===== src/hw/rtl/mdfd_ram.sv =====
// Generic RAM: one write port, two read ports with enabled, registered read data.
module mdfd_ram #(
  parameter int WIDTH = 8,
  parameter int DEPTH = 16
) (
  input  logic                                 clk,
  input  logic                                 we,
  input  logic [(DEPTH > 1 ? $clog2(DEPTH) : 1)-1:0] wa,
  input  logic [WIDTH-1:0]                     wd,
  input  logic                                 re0,
  input  logic [(DEPTH > 1 ? $clog2(DEPTH) : 1)-1:0] ra0,
  output logic [WIDTH-1:0]                     rd0,
  input  logic                                 re1,
  input  logic [(DEPTH > 1 ? $clog2(DEPTH) : 1)-1:0] ra1,
  output logic [WIDTH-1:0]                     rd1
);

  logic [WIDTH-1:0] mem [DEPTH];

  // Write port
  always_ff @(posedge clk) begin
    if (we) begin
      mem[wa] <= wd;
    end
  end

  // Read ports: data holds while the enable is low
  always_ff @(posedge clk) begin
    if (re0) begin
      rd0 <= mem[ra0];
    end
    if (re1) begin
      rd1 <= mem[ra1];
    end
  end

endmodule


===== config.mk =====
export PLATFORM = sky130hd
export DESIGN_NAME = mdfd_ram
export DESIGN_NICKNAME = d
export VERILOG_FILES = /design/src/hw/rtl/mdfd_ram.sv
export SDC_FILE = /design/constraint.sdc
export NUM_CORES = 1
export LEC_CHECK = 0
export BUFFER_PORTS_ARGS = -buffer_cell sky130_fd_sc_hd__buf_2
export CAP_MARGIN = 10
export CORE_MARGIN = 8
export CORE_UTILIZATION = 30
export DETAILED_ROUTE_END_ITERATION = 8
export GPL_TIMING_DRIVEN = 0
export PLACE_DENSITY_LB_ADDON = 0.2
export SLEW_MARGIN = 20
export SYNTH_ARGS = -nofsm -noshare
export SYNTH_HDL_FRONTEND = slang
export SYNTH_SLANG_ARGS = --single-unit

===== constraint.sdc =====
create_clock -name clk -period 1.9 [get_ports clk]
set_input_delay 0.38 -clock clk [delete_from_list [all_inputs] [get_ports clk]]
set_output_delay 0.38 -clock clk [all_outputs]
set_load 0.02 [all_outputs]

== Word-level counts from Yosys, hierarchy flattened ==
Memories as Yosys holds them, arrays and structs flattened. A register that Yosys moved wholly into a read port is not among the register bits.
Cells that the tools add are included.

* Bits in registers: 0
* Bits in latches: 0
* Bits in writable memories: 128
* Memory bits (read-only): 0
* Output and inout port bits: 16
* Word-level logic and storage cells: 3
* Memories: 1

* $add $sub $neg: 0
* Multipliers: 0
* Divide/modulo/power cells: 0
* Magnitude comparators: 0
* Equality and inequality tests: 0
* Shift-type cells: 0
* Multiplexer cells: 2
* Bitwise gates (word level): 0
* Reduce and logical (&&, ||, !) cells: 0

{| class="wikitable"
|+ Memory list
! memory !! words !! bits a word !! read ports !! clocked after Yosys merged registers in !! wr ports !! RTL line !! RTL
|-
| mem || 16 || 8 || 2 || 2 || 1 || 18 || <nowiki>logic [WIDTH-1:0] mem [DEPTH];</nowiki>
|}

{| class="wikitable"
|+ Operators with widths
! kind !! count
|-
| $mux W1 || 2
|}

== Longest topological paths before layout ==
* Depth in word-level cells: 2
* Mapped depth: 5

== Worst setup path before layout ==
OpenSTA, ideal clock, no wires.

* Kind: input to register
* Start point: in wa[2] in the netlist's numbering
* End point: mem mem[0][0], enable pin
* Library setup time: 383 ps
* Arrival time: 1,490 ps
* Data required time: 1,517 ps
* Setup slack: 27 ps
* Cell stages on the path: 2
* Buffers on the path: 0
* Cell sequence: or3b_2 nor3_1

{| class="wikitable"
|+ RTL lines
! what !! RTL line !! RTL
|-
| start: declaration || 8 || <nowiki>input logic [(DEPTH > 1 ? $clog2(DEPTH) : 1)-1:0] wa,</nowiki>
|-
| end: declaration || 18 ||
|}

No word-level cell before the write port.

== Worst setup path in the final report ==
* Start point: in wa[2] in the netlist's numbering
* End point: mem mem[2][1], enable pin

No word-level cell before the write port.

==> metrics.yaml <==
run_status: "complete, no violations"
fp.dieW_um: 163
cts_resized: 0
nets: 391
worstSkewPairLatency_ns: 0.42
min_period_ns: 1.80
slew_headroom: 0.297
crit_fanout: 8
place.gp.congestion: 0.751
skew_ns: 0.00705
fin_crit_sh: 0.948
p_clk_frac: 0.429
viasPerCell: 5.28
seq_power_share: 0.490
hpwl_um: 11700
grt_max_degree: 17
netlist_area_um2: 6510
syn_avg_cell_area_um2: 21.2
synth_area_leaders: "edfxtp_1 66%, mux4_2 12%, mux4_1 11%"
vias: 3487
critical_path.top_delay_family: "simple AND/OR/NAND/NOR gates"
slew_viol_final: 0
antenna_found_initial: 0
p_leak_nw: 2.56
max_freq_ghz: 0.555
slowest_delay_ns: 0.80
cts_sinks: 144
critPathSlowestCell: "nor2_1"
worstSetupPathDepth: 3
regArea_um2: 4320
syn_inst: 307
start_util: 0.302
tightest_slew_ns: 1.05
ir_drop_mv: 0.474
grt_pass1_wl_um: 25500
track_usage: 0.136
setup.worst_path.end_class: "flip-flop"
setup_viol_count_final: 0
diodes: 0
ctsHoldBuffers: 0
cap_violations: 0
grt_setup_unrepaired: "no"
sw_frac_of_total: 0.222
worstSetupPathType: "in -> reg"
final_common_cell: "edfxtp_1"
die_area_um2: 26700
grt_pass1_vias: 3876
clk_pin_slew_ns: 0.06
synth-seq-cells: 144
rows: 54
yosysWarningCount: 0
fillCellCount: 2008
drt.antenna.violating_nets: 0
final_area_um2: 7660
drc: 0
gr-total-overflow: 0
die_h_um: 163
hold_viol: 0
synth_top_area_cell: "edfxtp_1"
crit_chain: "buf_2 -> or3b_2 -> nor2_1"
yosysUniqueCellTypes: 19
dr.pass1.iters: 7
area_growth_pct: 17.7
final_cell_mix: "144 x edfxtp_1, 43 x buf_2, 34 x mux4_2"
drive_above_1_share: 0.345
dpl_cell_area_um2: 7100
hold_class: "in -> reg"
post-cts-setup-buffers: 0
netSwitchingPower_mw: 1.64
p_int_mw: 5.76
comb_power_share: 0.081
syn_nets: 331
min_path_cells: 1
portBuffers: 37
drt-total-wl_um: 17400
pin_count: 40
wl_per_cell_um: 26.4
powerDensity_nw_per_um2: 966
root_buffer: "clkbuf_16"
start_kind: "input port"
netlist.area_leader.share: 0.665
cts.htree.levels: 4
tns_ns: 0
crit_arrival_ns: 1.84
numCtsBuffers: 17
cp_num_buf_inv: 1
reg2reg_depth: 3
core_um2: 21600
clk_path_buf_depth: 2
synth_seq_area_share: 0.665
multi_input_comb_area_um2: 2040
cp.required_ns: 1.94
cts_tree: "built"
drtIter0Drc: 306
-- logic make-up (layout without fill, tap and decap cells) --
group	after synthesis	in the layout	synth area share
mux	64	64	0.238
buf+inv	20	93	0.0265
flops	144	144	0.665
compound gates	32	32	0.0369
simple gates	47	47	0.0335
-- worst register-to-register path, cell delays in order (launching register included) --
cell	delay (ns)
edfxtp_1	0.38
mux4_4	0.65
a22oi_1	0.25
nand2_1	0.13
-- cells in the mapped netlist (all sizes together) --
master         count
clkdlybuf4s25      6
and2               2
nand2b             2
nand3              1
edfxtp           144
buf               14
mux4              64
nor3               4
or3b               1
nand2             17
nor2              14
nand3b             2
and2b              2
a22oi             32
nor2b              2
-- layout make-up --
| class | count | share of cell area |
|---|---|---|
| Timing Repair Buffer | 41 | 0.0286 |
| Clock inverter | 12 | 0.0154 |
| Multi-Input combinational cell | 143 | 0.266 |
| Buffer | 20 | 0.0225 |
| Clock buffer | 20 | 0.0570 |
| Tap cell | 280 | 0.0458 |
| Sequential cell | 144 | 0.565 |
-- per-stage QoR --
stage | setup slack (ns) | hold slack (ns) | power, mW | utilization | std cells
global route | 0.0406 | 0.342 | 7.64 | 0.355 | 660
floorplan | 0.0271 | 0.479 | 4.04 | - | 307
finish | 0.0993 | 0.348 | 7.40 | 0.355 | 660
CTS | 0.00603 | 0.337 | 7.45 | 0.355 | 660
global placement | -0.841 | 0.767 | 4.29 | 0.327 | 624
detailed placement | -0.433 | 0.781 | 4.30 | 0.329 | 628
-- power by group through the flow --
stage / Sequential, mW / Clock (mW) / Combinational [mW]
final: 3.63 / 3.17 / 0.601
after global routing: 3.63 / 3.37 / 0.644
after CTS: 3.63 / 3.21 / 0.613
after detailed placement: 3.69 / 0 / 0.610
after global placement: 3.69 / 0 / 0.603
after floorplan: 3.72 / 0 / 0.321
-- registers in the layout (all words and copies together) (netlist names) --
| name | flops |
|---|---|
| rd0 | 8 |
| rd1 | 8 |
| mem | 128 |
-- routing by layer --
metal  vias to the layer above  wire length (µm)  global-route usage
met5                         -                 0                   0
met4                         0               342              0.0525
met3                        23               856              0.0305
met2                       107              8820               0.227
met1                      1881              7390               0.170
li1                       1476                 -                   -
-- worst paths after layout --
| path | startpoint | to | slack [ns] |
|---|---|---|---|
| worst max-delay path | wa[2] | mem[2][1]$_DFFE_PP_ | 0.1 |
| worst min-delay path | wd[6] | mem[3][6]$_DFFE_PP_ | 0.35 |
| worst max register to register | mem[3][0]$_DFFE_PP_ | rd0[0]$_DFFE_PP_ | 0.21 |
| worst min register to register | mem[13][1]$_DFFE_PP_ | rd1[1]$_DFFE_PP_ | 0.80 |
No activity file was read; power rests on OpenSTA's default activity.
