[config.mk]
export PLATFORM = sky130hd
export DESIGN_NAME = mdfd_sel
export DESIGN_NICKNAME = d
export VERILOG_FILES = /design/src/hw/rtl/mdfd_pkg.sv /design/src/hw/rtl/mdfd_sel.sv
export SDC_FILE = /design/constraint.sdc
export NUM_CORES = 1
export LEC_CHECK = 0
export BUFFER_PORTS_ARGS = -buffer_cell sky130_fd_sc_hd__buf_4
export CAP_MARGIN = 20
export CORE_MARGIN = 3
export CORE_UTILIZATION = 38
export DETAILED_ROUTE_END_ITERATION = 16
export PLACE_DENSITY = 0.95
export SLEW_MARGIN = 20
export SYNTH_ARGS = -nofsm -noshare
export SYNTH_HDL_FRONTEND = slang
export SYNTH_SLANG_ARGS = --single-unit
[constraint.sdc]
create_clock -name vclk -period 1.8
set_clock_uncertainty 0.05 [all_clocks]
set_input_delay 0.27 -clock vclk [all_inputs]
set_output_delay 0.27 -clock vclk [all_outputs]
set_load 0.01 [all_outputs]
[src/hw/rtl/mdfd_pkg.sv]
// Shared types, sizes and codes for the masked delta frame decoder.
package mdfd_pkg;

  // Frame geometry
  localparam int ANGLE_ROWS  = 128;
  localparam int RING_COUNT  = 16;
  localparam int STORE_DEPTH = ANGLE_ROWS * RING_COUNT;

  localparam int ROW_W  = (ANGLE_ROWS > 1) ? $clog2(ANGLE_ROWS) : 1;
  localparam int RING_W = (RING_COUNT > 1) ? $clog2(RING_COUNT) : 1;
  localparam int ADDR_W = (STORE_DEPTH > 1) ? $clog2(STORE_DEPTH) : 1;

  // Field widths of the channels
  localparam int COLOUR_W    = 24;
  localparam int MODE_W      = 2;
  localparam int ANGLE_IDX_W = 7;
  localparam int RING_IDX_W  = 4;

  typedef logic [COLOUR_W-1:0]    colour_t;
  typedef logic [MODE_W-1:0]      mode_t;
  typedef logic [ROW_W-1:0]       row_t;
  typedef logic [RING_W-1:0]      ring_t;
  typedef logic [ADDR_W-1:0]      addr_t;
  typedef logic [ANGLE_IDX_W-1:0] angle_idx_t;
  typedef logic [RING_IDX_W-1:0]  ring_idx_t;

  // Pixel source codes
  localparam mode_t MODE_NEW   = 2'b00;
  localparam mode_t MODE_KEEP  = 2'b01;
  localparam mode_t MODE_LEFT  = 2'b10;
  localparam mode_t MODE_ABOVE = 2'b11;

  // Command codes
  localparam logic CMD_DECODE = 1'b0;
  localparam logic CMD_RAW    = 1'b1;

  // Current scan position, from the position counters
  typedef struct packed {
    row_t  row;
    ring_t ring;
    addr_t addr;
    addr_t above_addr;
    logic  row_first;
    logic  ring_first;
    logic  frame_last;
  } pos_t;

  // One item at the select stage, beside its store read data
  typedef struct packed {
    logic    cmd;
    mode_t   mode;
    colour_t colour;
    logic    row_first;
    logic    ring_first;
    logic    use_fwd;
  } sel_req_t;

endpackage

[src/hw/rtl/mdfd_sel.sv]
// Pixel source select: new colour, old value, left neighbour or pixel above.
module mdfd_sel (
  input  mdfd_pkg::sel_req_t req,
  input  mdfd_pkg::colour_t  old_colour,
  input  mdfd_pkg::colour_t  above_colour,
  input  mdfd_pkg::colour_t  last_colour,
  output mdfd_pkg::colour_t  pix,
  output logic               took
);
  import mdfd_pkg::*;

  colour_t above_val;

  // Pixel written just before this one may be the one above (single ring)
  assign above_val = req.use_fwd ? last_colour : above_colour;

  always_comb begin
    pix  = old_colour;
    took = 1'b0;
    if (req.cmd == CMD_RAW) begin
      pix  = req.colour;
      took = 1'b1;
    end else begin
      unique case (req.mode)
        MODE_NEW: begin
          pix  = req.colour;
          took = 1'b1;
        end
        MODE_KEEP:  pix = old_colour;
        MODE_LEFT:  pix = req.ring_first ? old_colour : last_colour;
        MODE_ABOVE: pix = req.row_first ? old_colour : above_val;
        default:    pix = old_colour;
      endcase
    end
  end

endmodule

# Word level (Yosys, flattened, before mapping)
# Index checks and enable logic that the tools add are counted.
[totals]
output_inout_bits = 25
mem_bits_rw = 0
latch_bits = 0
regBits = 0
romBits = 0
word_cells = 11
n_memories = 0
in_bits = 102
[op_classes]
n_mux = 7
n_lt_le_gt_ge = 0
bitwise_logic = 0
n_div = 0
n_eq_ne = 3
n_addsub = 0
n_shift = 0
multipliers = 0
reduce_logical = 1
[op_table]
columns = ["operator", "count"]
rows = [
  ["$mux W24", 4],
  ["$pmux W24 S4", 1],
  ["$eq A2 B2 Y1 const B", 2],
  ["$eq A2 B1 Y1 const B", 1],
  ["$logic_not A2 Y1", 1],
  ["$mux W1", 2],
]

# Longest topological paths before layout
[depth]
depth_word = 4
mapped_depth = 5
depth_no_buf = 3

# Least setup slack after synthesis
# No wires, ideal clock.
[synth_timing]
path_kind = "input -> output"
startpoint = "in req[1] (netlist bit)"
endpoint = "out pix[10]"
required_time_ps = 1480
cell_stages = 5
n_path_buf = 2
path_slack_ps = 176
arrival_time_ps = 1304
cell_sequence = "buf_2 buf_2 mux2i_1 nor2_1 o32a_1"
[synth_via]
elab_chain_cells = 3
[synth_lines]
columns = ["element", "line", "source"]
rows = [
  ["start: declaration", "mdfd_sel.sv:3", "input mdfd_pkg::sel_req_t req,"],
  ["$mux W24", "mdfd_sel.sv:30", "MODE_LEFT: pix = req.ring_first ? old_colour : last_colour;"],
  ["$pmux W24 S4", "mdfd_sel.sv:24", "unique case (req.mode)"],
  ["$mux W24", "mdfd_sel.sv:20", "if (req.cmd == CMD_RAW) begin"],
  ["end: declaration", "mdfd_sel.sv:7", "output mdfd_pkg::colour_t pix,"],
]
# No other way between the ends.

# Final worst setup path
[layout_timing]
startpoint = "in req[1] (netlist bit)"
endpoint = "out pix[3]"
# Same word-level chain as after synthesis.

==> impl_metrics.py <==
metrics = {
    "placed_design": {
        "place_hpwl_um": 4196,
        "port_buffers": 127,
        "gp_congestion": 0.8410,
        "placed_cells": 330,
    },
    "routing": {
        "ant_nets": 0,
        "drt_iter0_markers": 173,
        "drc": 0,
        "viasPerCell": 5.706,
        "first_pass_iters": 4,
        "via_count": 1883,
        "wirelength_um": 5466,
        "wl_per_cell_um": 16.56,
    },
    "grt": {
        "grt_pass1_vias": 1861,
        "grt_pass1_wl_um": 8631,
        "grt_max_degree": 32,
        "antenna_found_initial": 0,
        "overflow": 0,
        "grtUsageTotal_pct": 25.60,
    },
    "worst_setup_path": {
        "cp_max_fo": 8,
        "startpoint_type": "input pin",
        "crit_required_ps": 1480,
        "crit_arrival_ps": 1320,
        "cp-end-kind": "output pin",
        "cp_slowest_cell": "o32a_1",
        "critical_path.max_stage_delay_ps": 320,
        "cpLargestDelayFamily": "buffers and inverters",
        "crit_chain": "buf_4 -> buf_4 -> mux2i_1 -> nor2_1 -> o32a_1 -> buf_4",
        "critical_path_class": "in2out",
        "crit_buf_inv": 3,
        "critical-path-top-cell-by-count": "buf_4",
    },
    "yosys": {
        "synth_area_leaders": "mux2i_1, o32a_1, nor2b_1",
        "yosys_warnings": 0,
        "syn_nets": 271,
        "synth_area_sq_um": 1244,
        "syn_inst": 169,
        "yosysTopAreaCell": "mux2i_1",
        "syn_area_per_cell_sq_um": 7.359,
        "synthDistinctLibCells": 12,
        "synth.top_cell.area_share_pct": 38.63,
        "yosysSeqAreaShare_pct": 0,
    },
    "final_layout": {
        "final_cells": 330,
        "multi_input_area_sq_um": 1140,
        "area_growth_pct": 86.12,
        "final_nets": 390,
        "ff_latch_area_sq_um": 0,
        "antenna_cells": 0,
        "drive_above_1_share_pct": 48.60,
        "clockBufferCount": 0,
        "fillCellCount": 241,
        "design.seq.count": 0,
    },
    "run": {
        "cap_violations": 0,
    },
    "power": {
        "p_per_area_nw_per_um2": 274.6,
        "max-vdd-ir-drop_mv": 0.1732,
        "p_leak_nw": 1.160,
    },
    "sta": {
        "fin_crit_sh_pct": 90.86,
        "finalSetupTns_ps": 0,
        "setup_violations": 0,
        "rsz0062_at_grt": "false",
        "finalCriticalPeriod_ps": 1635,
        "hold_ws_ps": 794.1,
        "fmax_mhz": 611.4,
        "max_slew_margin_pct": 78.95,
        "hold_viol": 0,
        "final_max_slew_viol_count": 0,
        "worstMarginPinSlew_ps": 315.7,
    },
    "floorplan": {
        "io_pins": 127,
        "dieWidth_um": 63.21,
        "die_y_um": 63.21,
        "core_area_sq_um": 3078,
        "die_area_sq_um": 3996,
        "rows": 20,
        "start_util_pct": 40.41,
    },
    "clock_tree": {
        "cts_setup_buffers": 0,
        "postCtsHoldBufs": 0,
        "post_cts_resized": 0,
    },
    "status": {
        "outcome": "completed",
    },
    "hold_path": {
        "min_path_type": "in2out",
    },
}
## synth_stat cells
library cell / instances
nand3b_1: 1
nor2_1: 26
clkbuf_1: 4
nor2b_1: 24
inv_1: 1
buf_4: 2
a21boi_2: 1
o32a_1: 24
mux2i_1: 48
buf_2: 13
o22ai_1: 24
clkbuf_4: 1
## final timing paths
check	start	depth (start not counted)	endpoint	slack (ps)
setup / recovery	req[1]	6	pix[3]	160
hold / removal	req[25]	3	pix[22]	790
## through the flow
step	total power [mW]	instance area, sq um	util (%)	setup WS (ps)
after floorplan	0.2908	1244	-	175.6
after global placement	0.6206	2315	75.20	186.8
after detailed placement	0.6325	2315	75.20	154.4
after CTS	0.6351	2315	75.20	144.4
after global routing	0.6828	2315	75.20	77.82
final	0.6357	2315	75.20	164.5
## cell families (layout without fill, tap and decap cells)
family | count (synthesis) | after routing | synth area share, %
and+or+nand+nor | 51 | 51 | 20.52
AOI/OAI and AO/OA | 49 | 49 | 32.29
muxes | 48 | 48 | 38.63
buffers and inverters | 21 | 138 | 8.550
## routing by layer
layer / global-route usage [%] / part of all wire [%] / vias to the layer above
met2: 50.72 / 50 / 117
met4: 2.965 / 1.2 / 0
met5: 0 / 0 / -
li1: - / - / 895
met1: 29.70 / 39 / 865
met3: 3.030 / 9.0 / 6
## power by group
part           internal (mW)  switching, mW  total [mW]  leakage, nW
combinational          0.375          0.260       0.636         1.16
clock                      0              0           0            0
sequential                 0              0           0            0
## area by class of cell
cell class | instances | area share (%)
multi-input combinational | 148 | 49.24
timing repair buffer | 137 | 48.22
tap | 44 | 2.378
inverter | 1 | 0.1622
## cell usage in the layout, fill, tap and decap left out, drive strengths merged
cell type    n
mux2i       48
nor2        26
buf        137
o32a        24
inv          1
a21boi       1
o22ai       24
nor2b       24
nand3b       1
Power figures use the tool's default switching activity.
