===== config.mk =====
export PLATFORM = sky130hd
export DESIGN_NAME = mdfd_pos
export DESIGN_NICKNAME = d
export VERILOG_FILES = /design/src/hw/rtl/mdfd_pkg.sv /design/src/hw/rtl/mdfd_pos.sv
export SDC_FILE = /design/constraint.sdc
export NUM_CORES = 1
export LEC_CHECK = 0
export ABC_AREA = 1
export BUFFER_PORTS_ARGS = -buffer_cell sky130_fd_sc_hd__buf_2
export CORE_MARGIN = 5
export CORE_UTILIZATION = 40
export CTS_CLUSTER_SIZE = 14
export DETAILED_ROUTE_END_ITERATION = 8
export GPL_TIMING_DRIVEN = 1
export PLACE_DENSITY_LB_ADDON = 0.25
export SLEW_MARGIN = 5
export SYNTH_ARGS = -nofsm -noshare
export SYNTH_HDL_FRONTEND = slang
export SYNTH_SLANG_ARGS = --single-unit

===== constraint.sdc =====
create_clock -name clk -period 2.56 [get_ports clk]
set_input_delay 0.128 -clock clk [delete_from_list [all_inputs] [get_ports clk]]
set_output_delay 0.128 -clock clk [all_outputs]
set_load 0.02 [all_outputs]

===== src/hw/rtl/mdfd_pkg.sv =====
// Shared types, sizes and codes for the masked delta frame decoder.
package mdfd_pkg;

  // Frame geometry
  localparam int ANGLE_ROWS  = 128;
  localparam int RING_COUNT  = 16;
  localparam int STORE_DEPTH = ANGLE_ROWS * RING_COUNT;

  localparam int ROW_W  = (ANGLE_ROWS > 1) ? $clog2(ANGLE_ROWS) : 1;
  localparam int RING_W = (RING_COUNT > 1) ? $clog2(RING_COUNT) : 1;
  localparam int ADDR_W = (STORE_DEPTH > 1) ? $clog2(STORE_DEPTH) : 1;

  // Field widths of the channels
  localparam int COLOUR_W    = 24;
  localparam int MODE_W      = 2;
  localparam int ANGLE_IDX_W = 7;
  localparam int RING_IDX_W  = 4;

  typedef logic [COLOUR_W-1:0]    colour_t;
  typedef logic [MODE_W-1:0]      mode_t;
  typedef logic [ROW_W-1:0]       row_t;
  typedef logic [RING_W-1:0]      ring_t;
  typedef logic [ADDR_W-1:0]      addr_t;
  typedef logic [ANGLE_IDX_W-1:0] angle_idx_t;
  typedef logic [RING_IDX_W-1:0]  ring_idx_t;

  // Pixel source codes
  localparam mode_t MODE_NEW   = 2'b00;
  localparam mode_t MODE_KEEP  = 2'b01;
  localparam mode_t MODE_LEFT  = 2'b10;
  localparam mode_t MODE_ABOVE = 2'b11;

  // Command codes
  localparam logic CMD_DECODE = 1'b0;
  localparam logic CMD_RAW    = 1'b1;

  // Current scan position, from the position counters
  typedef struct packed {
    row_t  row;
    ring_t ring;
    addr_t addr;
    addr_t above_addr;
    logic  row_first;
    logic  ring_first;
    logic  frame_last;
  } pos_t;

  // One item at the select stage, beside its store read data
  typedef struct packed {
    logic    cmd;
    mode_t   mode;
    colour_t colour;
    logic    row_first;
    logic    ring_first;
    logic    use_fwd;
  } sel_req_t;

endpackage


===== src/hw/rtl/mdfd_pos.sv =====
// Scan position counters: row, ring and linear store address, row-major.
module mdfd_pos (
  input  logic           clk,
  input  logic           rst_n,
  input  logic           step,
  output mdfd_pkg::pos_t pos
);
  import mdfd_pkg::*;

  row_t  row_r,  row_nxt;
  ring_t ring_r, ring_nxt;
  addr_t addr_r, addr_nxt;
  logic  ring_end, row_end;

  assign ring_end = (ring_r == RING_W'(RING_COUNT - 1));
  assign row_end  = (row_r == ROW_W'(ANGLE_ROWS - 1));

  // Advance one pixel per transfer, wrap at the frame end
  always_comb begin
    row_nxt  = row_r;
    ring_nxt = ring_r;
    addr_nxt = addr_r;
    if (step) begin
      if (ring_end) begin
        ring_nxt = '0;
        row_nxt  = row_end ? '0 : row_r + ROW_W'(1);
      end else begin
        ring_nxt = ring_r + RING_W'(1);
      end
      addr_nxt = (ring_end && row_end) ? '0 : addr_r + ADDR_W'(1);
    end
  end

  always_ff @(posedge clk) begin
    if (!rst_n) begin
      row_r  <= '0;
      ring_r <= '0;
      addr_r <= '0;
    end else begin
      row_r  <= row_nxt;
      ring_r <= ring_nxt;
      addr_r <= addr_nxt;
    end
  end

  assign pos.row        = row_r;
  assign pos.ring       = ring_r;
  assign pos.addr       = addr_r;
  assign pos.above_addr = addr_r - ADDR_W'(RING_COUNT);
  assign pos.row_first  = (row_r == '0);
  assign pos.ring_first = (ring_r == '0);
  assign pos.frame_last = ring_end && row_end;

endmodule


Yosys cells after proc, flatten, opt, wreduce, memory -nomap -nowiden --
Index checks and enable logic that the tools add are counted.
Word-level totals: input bits 3, register bits after elaboration 22, output and inout port bits 36
Operators by class: eq/ne operators 2, reduce and logical (&&, ||, !) cells 4, add/sub/neg operators 4, multiplexer cells 3
Operators by type and width (number):
- $add 11x1->11 const B | 1
- $mux 11 | 1
- $sub 11x5->11 const B | 1
- $add 7x1->7 const B | 1
- $eq 7x7->1 const B | 1
- $logic_not 7->1 | 1
- $mux 7 | 1
- $add 4x1->4 const B | 1
- $eq 4x4->1 const B | 1
- $logic_not 4->1 | 1
- $mux 4 | 1
- $reduce_and 2->1 | 1
- $logic_and 1x1->1 | 1

Logic depth before layout (Yosys ltp) --
Gate-level depths: netlist of the first run.
word-level depth 3, mapped depth 7, depth with buffers taken out 7

Worst setup path after synthesis of the first run --
No wires, ideal clock.
path kind register to output, start point register addr_r[4], end point output port pos[13] in the netlist's numbering, cell stages (with the launch flop) 5, slack 0.985 ns, arrival 1.447 ns, buffers on the path 0, cell sequence dfxtp_1 inv_1 ha_1 nand4_1 xor2_1
RTL lines:
- start: declaration | RTL line mdfd_pos.sv:12 | addr_t addr_r, addr_nxt;
- start signal: assignment | RTL line mdfd_pos.sv:42 | addr_r <= addr_nxt;
- end: declaration | RTL line mdfd_pos.sv:6 | output mdfd_pkg::pos_t pos

==> impl_results.rst, run 1 <==
.. list-table::
   :header-rows: 1

   * - Metric
     - Value
   * - Result of the run
     - finished clean
   * - Estimated wirelength of the detail-placed design
     - 2.231 mm
   * - Number of clock buffers inserted by TritonCTS
     - 3
   * - Post-route ant nets
     - 0
   * - Post-Place Cells
     - 264
   * - Cell types occupying the most area after synthesis
     - sky130_fd_sc_hd__dfxtp_1 33%, sky130_fd_sc_hd__nand2_1 13%, sky130_fd_sc_hd__inv_1 7.1%, sky130_fd_sc_hd__ha_1 6.6%, sky130_fd_sc_hd__nor2_2 5.6%
   * - Clock slew at the register clock pins of the worst setup and hold paths
     - 0.12 ns
   * - Top-count cell post-synth
     - sky130_fd_sc_hd__nand2_1
   * - Pins over their slew limit
     - 0
   * - Length in cells of the worst reg-to-reg path
     - 6
   * - Initial cell density of the core
     - 0.4046
   * - Clock latency on the worst-skew pair
     - 0.30 ns
   * - Maximum buffer depth of the clock tree
     - 2
   * - Num rows
     - 21
   * - Final standard cell utilization of the core
     - 0.4693
   * - Leading area contributor after synthesis
     - sky130_fd_sc_hd__dfxtp_1
   * - RePlAce Congestion
     - 0.8677
   * - Smallest setup slack after layout
     - 0.9049 ns
   * - Worst IR Drop VDD
     - 0.0002974 V
   * - Leakage dissipation
     - 0.0007471 uW
   * - Sequential share of the synthesized area
     - 0.3315
   * - Worst-Margin Slew
     - 0.3910 ns
   * - # DRC
     - 0
   * - Setup TNS
     - 0 ns
   * - Synthesized net count
     - 196
   * - Worst endpoint data arrival time
     - 1.53 ns
   * - Number of antenna violations at the first check in global routing
     - 0
   * - Post-placement setup slack
     - 1.181 ns
   * - Die height
     - 67.64 microns
   * - Overflow left after global routing
     - 0
   * - Fraction of final layout cells sized beyond drive strength 1
     - 0.2670
   * - Power Density
     - 372.4 mW/mm^2
   * - Setup crit end
     - pos[13]
   * - Mapped Area
     - 0.001329 sq mm
   * - Startpoint of the most critical setup path
     - addr_r[4]$_SDFFE_PN0P_
   * - Kind of end point of the critical path
     - primary output
   * - Clock tree from TritonCTS
     - done
   * - Via count of the first global-routing pass
     - 1076
   * - Worst Path Class, Setup
     - register to primary output
   * - Total routed wirelength
     - 2.840 mm
   * - Post-route fraction of the period consumed by the critical path
     - 0.6465
   * - Post-layout power
     - 574.1 uW
   * - Category of the worst setup path launch point
     - register
   * - Area delta synth->final
     - 16.01%
   * - Worst relative slew slack
     - 0.7384
   * - Final Hold Fails
     - 0
   * - Initial drt markers
     - 33
   * - Share of synthesized registers carrying an async set or reset
     - 0
   * - Area fraction of the dominant cell type after synthesis
     - 0.3315
   * - Number of flops mapped to enable cells by yosys
     - 0
   * - Syn_area_per_cell
     - 7.144 sq um
   * - Area of the core region
     - 0.003284 sq mm
   * - Port Buffers
     - 38
   * - Critical path peak fanout
     - 5
   * - Initial DRT Pass Iterations
     - 4
   * - Cts-stage hold buffer count
     - 0
   * - Combined global-route utilization of all metal layers
     - 0.1352
   * - Num Clock Sinks
     - 22
   * - Startpoint of the worst-slack reg-to-reg timing path
     - ring_r[1]$_SDFFE_PN0P_
   * - # Post-CTS Setup Buffers
     - 0
   * - Number of vias per cell after detailed routing
     - 4.498
   * - Gate count after technology mapping
     - 186
   * - Count of max-cap constraint violations
     - 0
   * - Highest attainable clock frequency
     - 604.2 MHz
   * - Number of distinct library cells after synthesis
     - 22
   * - Number of cells traversed by the worst hold path
     - 3
   * - Final Skew
     - 0.002481 ns
   * - Boundary Pins
     - 39
   * - HP Class
     - input pin to register
   * - Die extent in x
     - 67.64 microns
   * - Min Tclk post-route
     - 1.655 ns
   * - Count of yosys warnings during synthesis
     - 0
   * - Pin count of the biggest net entering global routing
     - 14
   * - CTS Root Cell
     - sky130_fd_sc_hd__clkbuf_4
   * - Full die area
     - 0.004574 sq mm
   * - WL per Instance
     - 10.64 microns
   * - Number of levels in the clock H-tree
     - 1
   * - Wire length of the first global-routing pass
     - 4.719 mm
   * - Reg-to-reg setup timing slack
     - 1.17 ns
   * - PostCTS Resize Cnt
     - 0
   * - Layout Nets
     - 233
   * - Antenna cells
     - 0
   * - Total number of vias
     - 1201
   * - # fillers
     - 343
   * - Worst flop-to-flop path endpoint
     - addr_r[0]$_SDFFE_PN0P_
   * - Final instance count without filler cells
     - 267
   * - Worst EP required
     - 2.43 ns
   * - Final setup fails
     - 0
   * - RSZ-0062 raised after global routing
     - no
   * - Commonest cells in the netlist
     - 45 x sky130_fd_sc_hd__nand2_1, 25 x sky130_fd_sc_hd__inv_1, 22 x sky130_fd_sc_hd__dfxtp_1, 17 x sky130_fd_sc_hd__nor2_1, 14 x sky130_fd_sc_hd__nand3_1
   * - Top flip-flop cell by instance count after synthesis
     - sky130_fd_sc_hd__dfxtp_1
   * - Number of flip-flops and latches in the synthesized netlist
     - 22
==> worst max-delay path, stage by stage (launching register included) <==
cell	delay (ns)
sky130_fd_sc_hd__dfxtp_1	0.42
sky130_fd_sc_hd__inv_1	0.11
sky130_fd_sc_hd__ha_1	0.25
sky130_fd_sc_hd__nand4_1	0.13
sky130_fd_sc_hd__xor2_1	0.14
sky130_fd_sc_hd__buf_2	0.17
==> where the power goes <==
part / switching, uW / internal [uW] / leakage (uW) / total [uW]
Sequential: 8.42 / 348 / 0.000178 / 357
Clock: 103 / 55.0 / 0.0000138 / 158
Combinational: 40.2 / 18.9 / 0.000555 / 59.1
Total: 152 / 422 / 0.000747 / 574
==> flip-flops by register name, summed over array words and instances, names as in the netlist <==
signal,count
ring_r,4
addr_r,11
row_r,7
==> cell type report <==
class                   instances  area [sq um]  area share
multi-input cells             133         737.0      0.4781
repair buffers                 38         190.2      0.1234
clock buffers                   3         22.52     0.01461
inverters                      25         93.84     0.06088
flip-flops and latches         22         440.4      0.2857
well taps                      46         57.56     0.03734
==> metrics by stage <==
stage               hold slack [ns]  area, sq um
floorplan                    0.2664         1329
global placement             0.4771         1519
detailed placement           0.4766         1519
CTS                          0.1314         1541
global route                 0.1375         1541
finish                       0.1407         1541
==> worst min-delay path by stage <==
| stage | startpoint | endpoint | slack (ns) |
|---|---|---|---|
| finish | rst_n | addr_r[1]$_SDFFE_PN0P_ | 0.14 |
| global route | rst_n | addr_r[1]$_SDFFE_PN0P_ | 0.14 |
| CTS | rst_n | addr_r[1]$_SDFFE_PN0P_ | 0.13 |
| detailed placement | rst_n | ring_r[3]$_SDFFE_PN0P_ | 0.48 |
| global placement | rst_n | ring_r[3]$_SDFFE_PN0P_ | 0.48 |
| floorplan | rst_n | addr_r[1]$_SDFFE_PN0P_ | 0.27 |
==> placed cells by master, fill, tap and decap left out, types with 2 or more instances in the layout <==
cell / instances
sky130_fd_sc_hd__xor2_1: 8
sky130_fd_sc_hd__nand3_1: 14
sky130_fd_sc_hd__dfxtp_1: 22
sky130_fd_sc_hd__nor2_1: 17
sky130_fd_sc_hd__nor3_1: 2
sky130_fd_sc_hd__ha_1: 7
sky130_fd_sc_hd__o21ai_0: 4
sky130_fd_sc_hd__a21oi_1: 8
sky130_fd_sc_hd__nand2_2: 2
sky130_fd_sc_hd__inv_1: 25
sky130_fd_sc_hd__nor2_2: 12
sky130_fd_sc_hd__nand2_1: 45
sky130_fd_sc_hd__nand4_1: 7
sky130_fd_sc_hd__buf_2: 38
sky130_fd_sc_hd__clkbuf_4: 3
==> layer usage <==
metal,global-route usage,wire [microns],part of all wire
met5,0,0,0
met4,0.03038,23,0.0081
met3,0.04326,136,0.048
met2,0.2114,1266,0.45
met1,0.1798,1414,0.50
==> kinds of logic after synthesis <==
logic type | synth area share
AO/OA/AOI/OAI | 0.04991
flip-flops | 0.3314
adder cells (fa/ha/maj) | 0.06591
AND/OR/NAND/NOR | 0.3861
buffers and inverters | 0.1139
XOR/XNOR | 0.05273
Power figures use the tool's default switching activity.
==> run 2, diff against run 1 <==
Settings changed: ABC_AREA 1 to 0.
Clock period 2.56 ns to 1.5 ns, I/O delays scaled along.
==> impl_results.rst, run 2 <==
.. list-table::
   :header-rows: 1

   * - Metric
     - Value
   * - Registers with the most flip-flops
     - addr_r: 11 flops, row_r: 7 flops, ring_r: 4 flops
   * - Estimated wirelength of the detail-placed design
     - 2.234 mm
   * - Via count of the first global-routing pass
     - 1183
   * - Worst Hold Launch
     - rst_n
   * - Maximum buffer depth of the clock tree
     - 2
   * - Seq pwr share
     - 0.501
   * - Initial DRT Pass Iterations
     - 4
   * - Number of flip-flops and latches in the synthesized netlist
     - 22
   * - Antenna cells
     - 0
   * - Layout Nets
     - 208
   * - Min Tclk post-route
     - 1.656 ns
   * - # fillers
     - 269
   * - Leading area contributor after synthesis
     - sky130_fd_sc_hd__dfxtp_1
   * - Multi-input logic area
     - 798.3 sq um
   * - Register ranked first by flip-flop count
     - addr_r
   * - Worst EP required
     - 1.42 ns
   * - Area delta synth->final
     - 47.67%
   * - Initial drt markers
     - 34
   * - Result of the run
     - complete, but fails checks
   * - Clock slew at the register clock pins of the worst setup and hold paths
     - 0.14 ns
   * - Total number of vias
     - 1239
   * - Synthesized net count
     - 150
   * - Pin count of the biggest net entering global routing
     - 14
   * - Highest attainable clock frequency
     - 603.8 MHz
   * - Clock latency on the worst-skew pair
     - 0.32 ns
   * - Fraction of final layout cells sized beyond drive strength 1
     - 0.4924
   * - Worst IR Drop VDD
     - 0.0003363 V
   * - Leakage dissipation
     - 0.0007722 uW
   * - Wire length of the first global-routing pass
     - 5.147 mm
   * - Power Density
     - 675.7 mW/mm^2
   * - Critical path peak fanout
     - 2
   * - Number of cells traversed by the worst hold path
     - 2
   * - Sw Ratio
     - 0.2367
   * - Num Clock Sinks
     - 22
   * - Mapped Area
     - 0.001207 sq mm
   * - Startpoint of the worst-slack reg-to-reg timing path
     - row_r[0]$_SDFFE_PN0P_
   * - Worst Path Class, Setup
     - register to primary output
   * - Family with the most delay on the worst path
     - simple AND/OR/NAND/NOR gates
   * - Number of distinct library cells after synthesis
     - 31
   * - RePlAce Congestion
     - 0.8085
   * - Fraction of the mapped netlist area in compound gates
     - 0.1244
   * - Clock network fraction of total power
     - 0.383
   * - Worst flop-to-flop path endpoint
     - row_r[6]$_SDFFE_PN0P_
   * - Cell types occupying the most area after synthesis
     - sky130_fd_sc_hd__dfxtp_1 36%, sky130_fd_sc_hd__ha_1 7.3%, sky130_fd_sc_hd__xnor2_1 5.1%, sky130_fd_sc_hd__xor2_1 4.4%, sky130_fd_sc_hd__a21oi_1 3.7%
   * - Portion of netlist area occupied by mux cells
     - 0.01658
   * - Final setup fails
     - 3
   * - Top flip-flop cell by instance count after synthesis
     - sky130_fd_sc_hd__dfxtp_1
   * - Top-count cell post-synth
     - sky130_fd_sc_hd__dfxtp_1
   * - Combinational Power Share
     - 0.116
   * - RSZ-0062 raised after global routing
     - yes
   * - Number of flops mapped to enable cells by yosys
     - 0
   * - Area occupied by registers
     - 467.9 sq um
   * - HP Class
     - input pin to register
   * - Reg-to-reg setup timing slack
     - -0.06 ns
   * - Total routed wirelength
     - 3.199 mm
   * - Area fraction in and, or, nand and nor cells after synthesis
     - 0.2570
   * - Worst-Margin Slew
     - 0.2849 ns
   * - Kind of end point of the critical path
     - primary output
   * - Syn_area_per_cell
     - 8.624 sq um
   * - Num rows
     - 20
   * - Length in cells of the worst reg-to-reg path
     - 5
   * - Category of the worst setup path launch point
     - register
   * - Dominant combinational cell family by area after synthesis
     - simple AND/OR/NAND/NOR gates
   * - Number of antenna violations at the first check in global routing
     - 0
   * - Post-placement setup slack
     - 0.03539 ns
   * - Sequential share of the synthesized area
     - 0.3648
   * - Final Hold Fails
     - 0
   * - Area fraction of the dominant cell type after synthesis
     - 0.3648
   * - Smallest setup slack after layout
     - -0.1562 ns
   * - # DRC
     - 0
   * - Count of max-cap constraint violations
     - 0
   * - Commonest non-fill, non-tap cells in the layout
     - 34 x sky130_fd_sc_hd__buf_2, 25 x sky130_fd_sc_hd__buf_4, 10 x sky130_fd_sc_hd__dfxtp_2, 9 x sky130_fd_sc_hd__a21oi_1
   * - Gate count after technology mapping
     - 140
   * - Post-route fraction of the period consumed by the critical path
     - 1.104
   * - Area share of xor/xnor cells in the synthesized design
     - 0.09430
   * - Slowest CP cell
     - sky130_fd_sc_hd__or4b_4
   * - Largest stage delay, worst path
     - 0.46 ns
   * - Violated checks
     - setup timing
   * - Internal Power
     - 919.6 uW
   * - Worst relative slew slack
     - 0.8095
   * - Initial cell density of the core
     - 0.4055
   * - Most frequent standard cell in the layout excluding fill and tap cells
     - sky130_fd_sc_hd__buf_2
   * - Die height
     - 64.94 microns
   * - NetSw
     - 285.2 uW
   * - Final Skew
     - 0.01729 ns
   * - Post-Synth Adder-Cell Area
     - 0.07254
   * - Clock tree from TritonCTS
     - done
   * - Count of yosys warnings during synthesis
     - 0
   * - Post-route ant nets
     - 0
   * - Boundary Pins
     - 39
   * - WL per Instance
     - 13.91 microns
   * - Destination of the worst hold path
     - ring_r[1]$_SDFFE_PN0P_
   * - Number of vias per cell after detailed routing
     - 5.387
   * - Port Buffers
     - 38
   * - Full die area
     - 0.004217 sq mm
   * - Area of the core region
     - 0.002978 sq mm
   * - Commonest cells in the netlist
     - 22 x sky130_fd_sc_hd__dfxtp_1, 9 x sky130_fd_sc_hd__a21oi_1, 9 x sky130_fd_sc_hd__inv_1, 9 x sky130_fd_sc_hd__nand3_1, 9 x sky130_fd_sc_hd__nor2_1
   * - Worst endpoint data arrival time
     - 1.58 ns
   * - Combined global-route utilization of all metal layers
     - 0.1509
   * - Share of synthesized registers carrying an async set or reset
     - 0
   * - CTS Root Cell
     - sky130_fd_sc_hd__clkbuf_4
   * - Overflow left after global routing
     - 0
   * - Pins over their slew limit
     - 0
   * - Cells traversed along the worst timing path
     - inv_2 -> ha_1 -> or4b_4 -> nor3_2 -> buf_4
   * - Flip-flop count of the largest register after layout
     - 11
   * - Number of clock buffers inserted by TritonCTS
     - 3
   * - Buf+Inv Stages, Crit Path
     - 2
   * - Number of levels in the clock H-tree
     - 1
   * - Die extent in x
     - 64.94 microns
   * - Setup TNS
     - -0.2123 ns
==> run 2: cell types whose count changed in the layout (fill, tap and decap cells not counted), sizes merged, moves of 5 or more <==
cell,before,now
nand2,48,8
o31ai,0,6
or4,0,5
nand3,15,10
or3,0,5
xnor2,0,7
buf,38,61
inv,25,9
nor2,30,9
==> run 2: how the worst max path moves through the flow <==
stage	from	to	slack (ns)	cells after the start
3_3_place_gp	ring_r[1]$_SDFFE_PN0P_	row_r[6]$_SDFFE_PN0P_	0.09	4
3_5_place_dp	ring_r[1]$_SDFFE_PN0P_	row_r[6]$_SDFFE_PN0P_	0.04	4
6_report	row_r[0]$_SDFFE_PN0P_	pos[2]	-0.16	5
2_1_floorplan	ring_r[0]$_SDFFE_PN0P_	row_r[6]$_SDFFE_PN0P_	0.01	4
4_1_cts	row_r[0]$_SDFFE_PN0P_	pos[2]	-0.15	5
5_1_grt	row_r[0]$_SDFFE_PN0P_	pos[2]	-0.24	5
==> run 2: layout make-up <==
cell class              instances  area share
multi-input cells             101      0.4477
flip-flops and latches         22      0.2625
repair buffers                 61      0.2182
well taps                      33     0.02316
inverters                       9     0.01895
clock inverters                 1     0.01684
clock buffers                   3     0.01263
==> run 2: cells by family after synthesis <==
| kind of cell | Yosys count |
|---|---|
| AO/OA/AOI/OAI | 24 |
| XOR/XNOR | 13 |
| adder cells (fa/ha/maj) | 7 |
| buffers and inverters | 17 |
| flip-flops | 22 |
| multiplexers | 2 |
| AND/OR/NAND/NOR | 55 |
==> run 2: power groups by stage <==
stage / logic [uW] / registers, uW / clock network, uW
after floorplan: 68.7 / 640 / 0
after global placement: 137 / 619 / 0
after detailed placement: 138 / 621 / 0
after CTS: 140 / 605 / 475
after global routing: 153 / 606 / 497
final: 140 / 604 / 461
==> run 2: what timing repair did <==
item,4_1_cts,5_1_grt
hold buffers,0,0
gates resized for setup,21,17
buffers inserted,10,2
pin swaps,3,3
setup endpoints to repair,7,23
==> run 2: per-layer routing <==
| layer | wire (microns) | share of wire | track usage | vias up |
|---|---|---|---|---|
| met1 | 1386 | 0.43 | 0.1714 | 591 |
| met3 | 139 | 0.043 | 0.02600 | 4 |
| met4 | 31 | 0.0097 | 0.06596 | 0 |
| li1 | - | - | - | 610 |
| met2 | 1642 | 0.51 | 0.2733 | 34 |
| met5 | 0 | 0 | 0 | - |
==> run 2: stage by stage <==
stage               power, uW  std cells  hold WS, ns  cell area (sq um)    util
finish                   1205        230      0.09371               1783  0.5987
global placement        756.2        214       0.4333               1521  0.5109
detailed placement      759.1        214       0.4423               1521  0.5109
floorplan               709.0        140       0.3160               1246       -
global route             1256        230      0.08828               1783  0.5987
CTS                      1219        228      0.07848               1715  0.5761
==> run 3, diff against run 2 <==
Settings changed: ABC_AREA 0 to 1.
==> impl_results.rst, run 3 (synthesis results as in run 1) <==
.. list-table::
   :header-rows: 1

   * - Metric
     - Value
   * - Final Skew
     - 0.005826 ns
   * - Final standard cell utilization of the core
     - 0.5253
   * - Min Tclk post-route
     - 1.430 ns
   * - Initial DRT Pass Iterations
     - 4
   * - Final Hold Fails
     - 0
   * - Die height
     - 67.64 microns
   * - Post-route fraction of the period consumed by the critical path
     - 0.9536
   * - Worst relative slew slack
     - 0.7574
   * - Kind of end point of the critical path
     - primary output
   * - Overflow left after global routing
     - 0
   * - Worst-Margin Slew
     - 0.3626 ns
   * - Post-layout power
     - 983.6 uW
   * - Worst EP required
     - 1.42 ns
   * - Port Buffers
     - 38
   * - Smallest setup slack after layout
     - 0.06957 ns
   * - Post-placement setup slack
     - 0.1283 ns
   * - Layout Nets
     - 242
   * - Internal Power
     - 716.8 uW
   * - # DRC
     - 0
   * - Cts-stage hold buffer count
     - 0
   * - Die extent in x
     - 67.64 microns
   * - Via count of the first global-routing pass
     - 1188
   * - Result of the run
     - finished clean
   * - NetSw
     - 266.8 uW
   * - Estimated wirelength of the detail-placed design
     - 2.292 mm
   * - Wire length of the first global-routing pass
     - 5.078 mm
   * - Area delta synth->final
     - 29.85%
   * - Highest attainable clock frequency
     - 699.1 MHz
   * - Clock latency on the worst-skew pair
     - 0.30 ns
   * - Clock tree from TritonCTS
     - done
   * - Full die area
     - 0.004574 sq mm
   * - Setup TNS
     - 0 ns
   * - Number of levels in the clock H-tree
     - 1
   * - Flip-flop count of the largest register after layout
     - 11
   * - Register ranked first by flip-flop count
     - addr_r
   * - CTS Root Cell
     - sky130_fd_sc_hd__clkbuf_4
   * - Power Density
     - 570.1 mW/mm^2
   * - Critical path peak fanout
     - 3
   * - Pin count of the biggest net entering global routing
     - 14
   * - Number of antenna violations at the first check in global routing
     - 0
   * - Total routed wirelength
     - 3.072 mm
   * - Count of max-cap constraint violations
     - 0
   * - WL per Instance
     - 11.13 microns
   * - Post-Place Cells
     - 267
   * - Combined global-route utilization of all metal layers
     - 0.1412
   * - Post-route ant nets
     - 0
   * - Registers with the most flip-flops
     - addr_r: 11 flops, row_r: 7 flops, ring_r: 4 flops
   * - Clock network fraction of total power
     - 0.279
   * - Most frequent standard cell in the layout excluding fill and tap cells
     - sky130_fd_sc_hd__nand2_1
   * - Area of the core region
     - 0.003284 sq mm
   * - RSZ-0062 raised after global routing
     - yes
   * - Worst endpoint data arrival time
     - 1.36 ns
   * - Antenna cells
     - 0
   * - Num rows
     - 21
   * - HP Class
     - input pin to register
   * - Category of the worst setup path launch point
     - register
   * - Clock slew at the register clock pins of the worst setup and hold paths
     - 0.13 ns
   * - Leakage dissipation
     - 0.0008075 uW
   * - Initial drt markers
     - 39
   * - Number of vias per cell after detailed routing
     - 4.678
   * - Total number of vias
     - 1291
   * - Fraction of final layout cells sized beyond drive strength 1
     - 0.3826
   * - Worst IR Drop VDD
     - 0.0003133 V
   * - Initial cell density of the core
     - 0.4046
   * - Pins over their slew limit
     - 0
   * - Commonest non-fill, non-tap cells in the layout
     - 44 x sky130_fd_sc_hd__nand2_1, 35 x sky130_fd_sc_hd__buf_2, 21 x sky130_fd_sc_hd__inv_1, 16 x sky130_fd_sc_hd__nor2_1
   * - Worst Path Class, Setup
     - register to primary output
   * - Final instance count without filler cells
     - 276
   * - Final setup fails
     - 0
   * - RePlAce Congestion
     - 0.7960
   * - Combinational Power Share
     - 0.108
   * - Maximum buffer depth of the clock tree
     - 2
   * - Num Clock Sinks
     - 22
   * - Sw Ratio
     - 0.2713
   * - Seq pwr share
     - 0.613
   * - Number of clock buffers inserted by TritonCTS
     - 3
   * - Boundary Pins
     - 39
## run 3: cell count changes in the layout (fill, tap and decap cells not counted), sizes merged, moves of 5 or more
cell and change:
buf -14, xnor2 -7, nand2 +40, inv +16
or4 -5, o31ai -6, or3 -5, nand3 +5
nor2 +21
## run 3: routing by layer
layer,global-route usage,vias to the layer above,part of all wire,wire length [microns]
li1,-,675,-,-
met1,0.1876,580,0.49,1495
met2,0.2357,34,0.45,1387
met3,0.02163,2,0.056,171
met4,0.03797,0,0.0059,18
met5,0,-,0,0
## run 3: repair_timing
| item | in CTS | in global routing |
|---|---|---|
| buffers inserted | 1 | 5 |
| pin swaps | 2 | 5 |
| endpoints found under the setup margin | 4 | 4 |
| resized for setup | 14 | 23 |
| cloned | 0 | 0 |
## run 3: power by group through the flow
stage	registers, uW	clock network (uW)	logic, uW
6_report	603	274	106
2_1_floorplan	632	0	68.8
4_1_cts	606	280	107
3_3_place_gp	620	0	106
5_1_grt	605	307	119
3_5_place_dp	620	0	106
## run 3: area by class of cell
class / instances / area, sq um
Clock buffer: 3 / 22.52
Fill cell: 328 / 1559
Sequential cell: 22 / 462.9
Timing Repair Buffer: 47 / 276.5
Tap cell: 46 / 57.56
Multi-Input combinational cell: 133 / 804.5
Inverter: 25 / 101.3
## run 3: stage by stage
stage,cell area (sq um),hold WS [ns]
global route,1725,0.07636
global placement,1549,0.4207
finish,1725,0.08853
detailed placement,1549,0.4217
floorplan,1336,0.2134
CTS,1619,0.07875
## run 3: critical path, stage by stage (launching register included)
cell                      delay, ns
sky130_fd_sc_hd__dfxtp_4       0.38
sky130_fd_sc_hd__inv_4         0.07
sky130_fd_sc_hd__ha_4          0.14
sky130_fd_sc_hd__nand4_1       0.13
sky130_fd_sc_hd__xor2_2        0.20
sky130_fd_sc_hd__buf_6         0.13
## run 3: final timing paths
| kind | from | end | slack [ns] | depth (start not counted) |
|---|---|---|---|---|
| min reg2reg | ring_r[1]$_SDFFE_PN0P_ | ring_r[1]$_SDFFE_PN0P_ | 0.54 | 2 |
| max | addr_r[4]$_SDFFE_PN0P_ | pos[13] | 0.07 | 5 |
| max reg2reg | addr_r[4]$_SDFFE_PN0P_ | addr_r[10]$_SDFFE_PN0P_ | 0.20 | 7 |
| min | rst_n | row_r[1]$_SDFFE_PN0P_ | 0.09 | 3 |
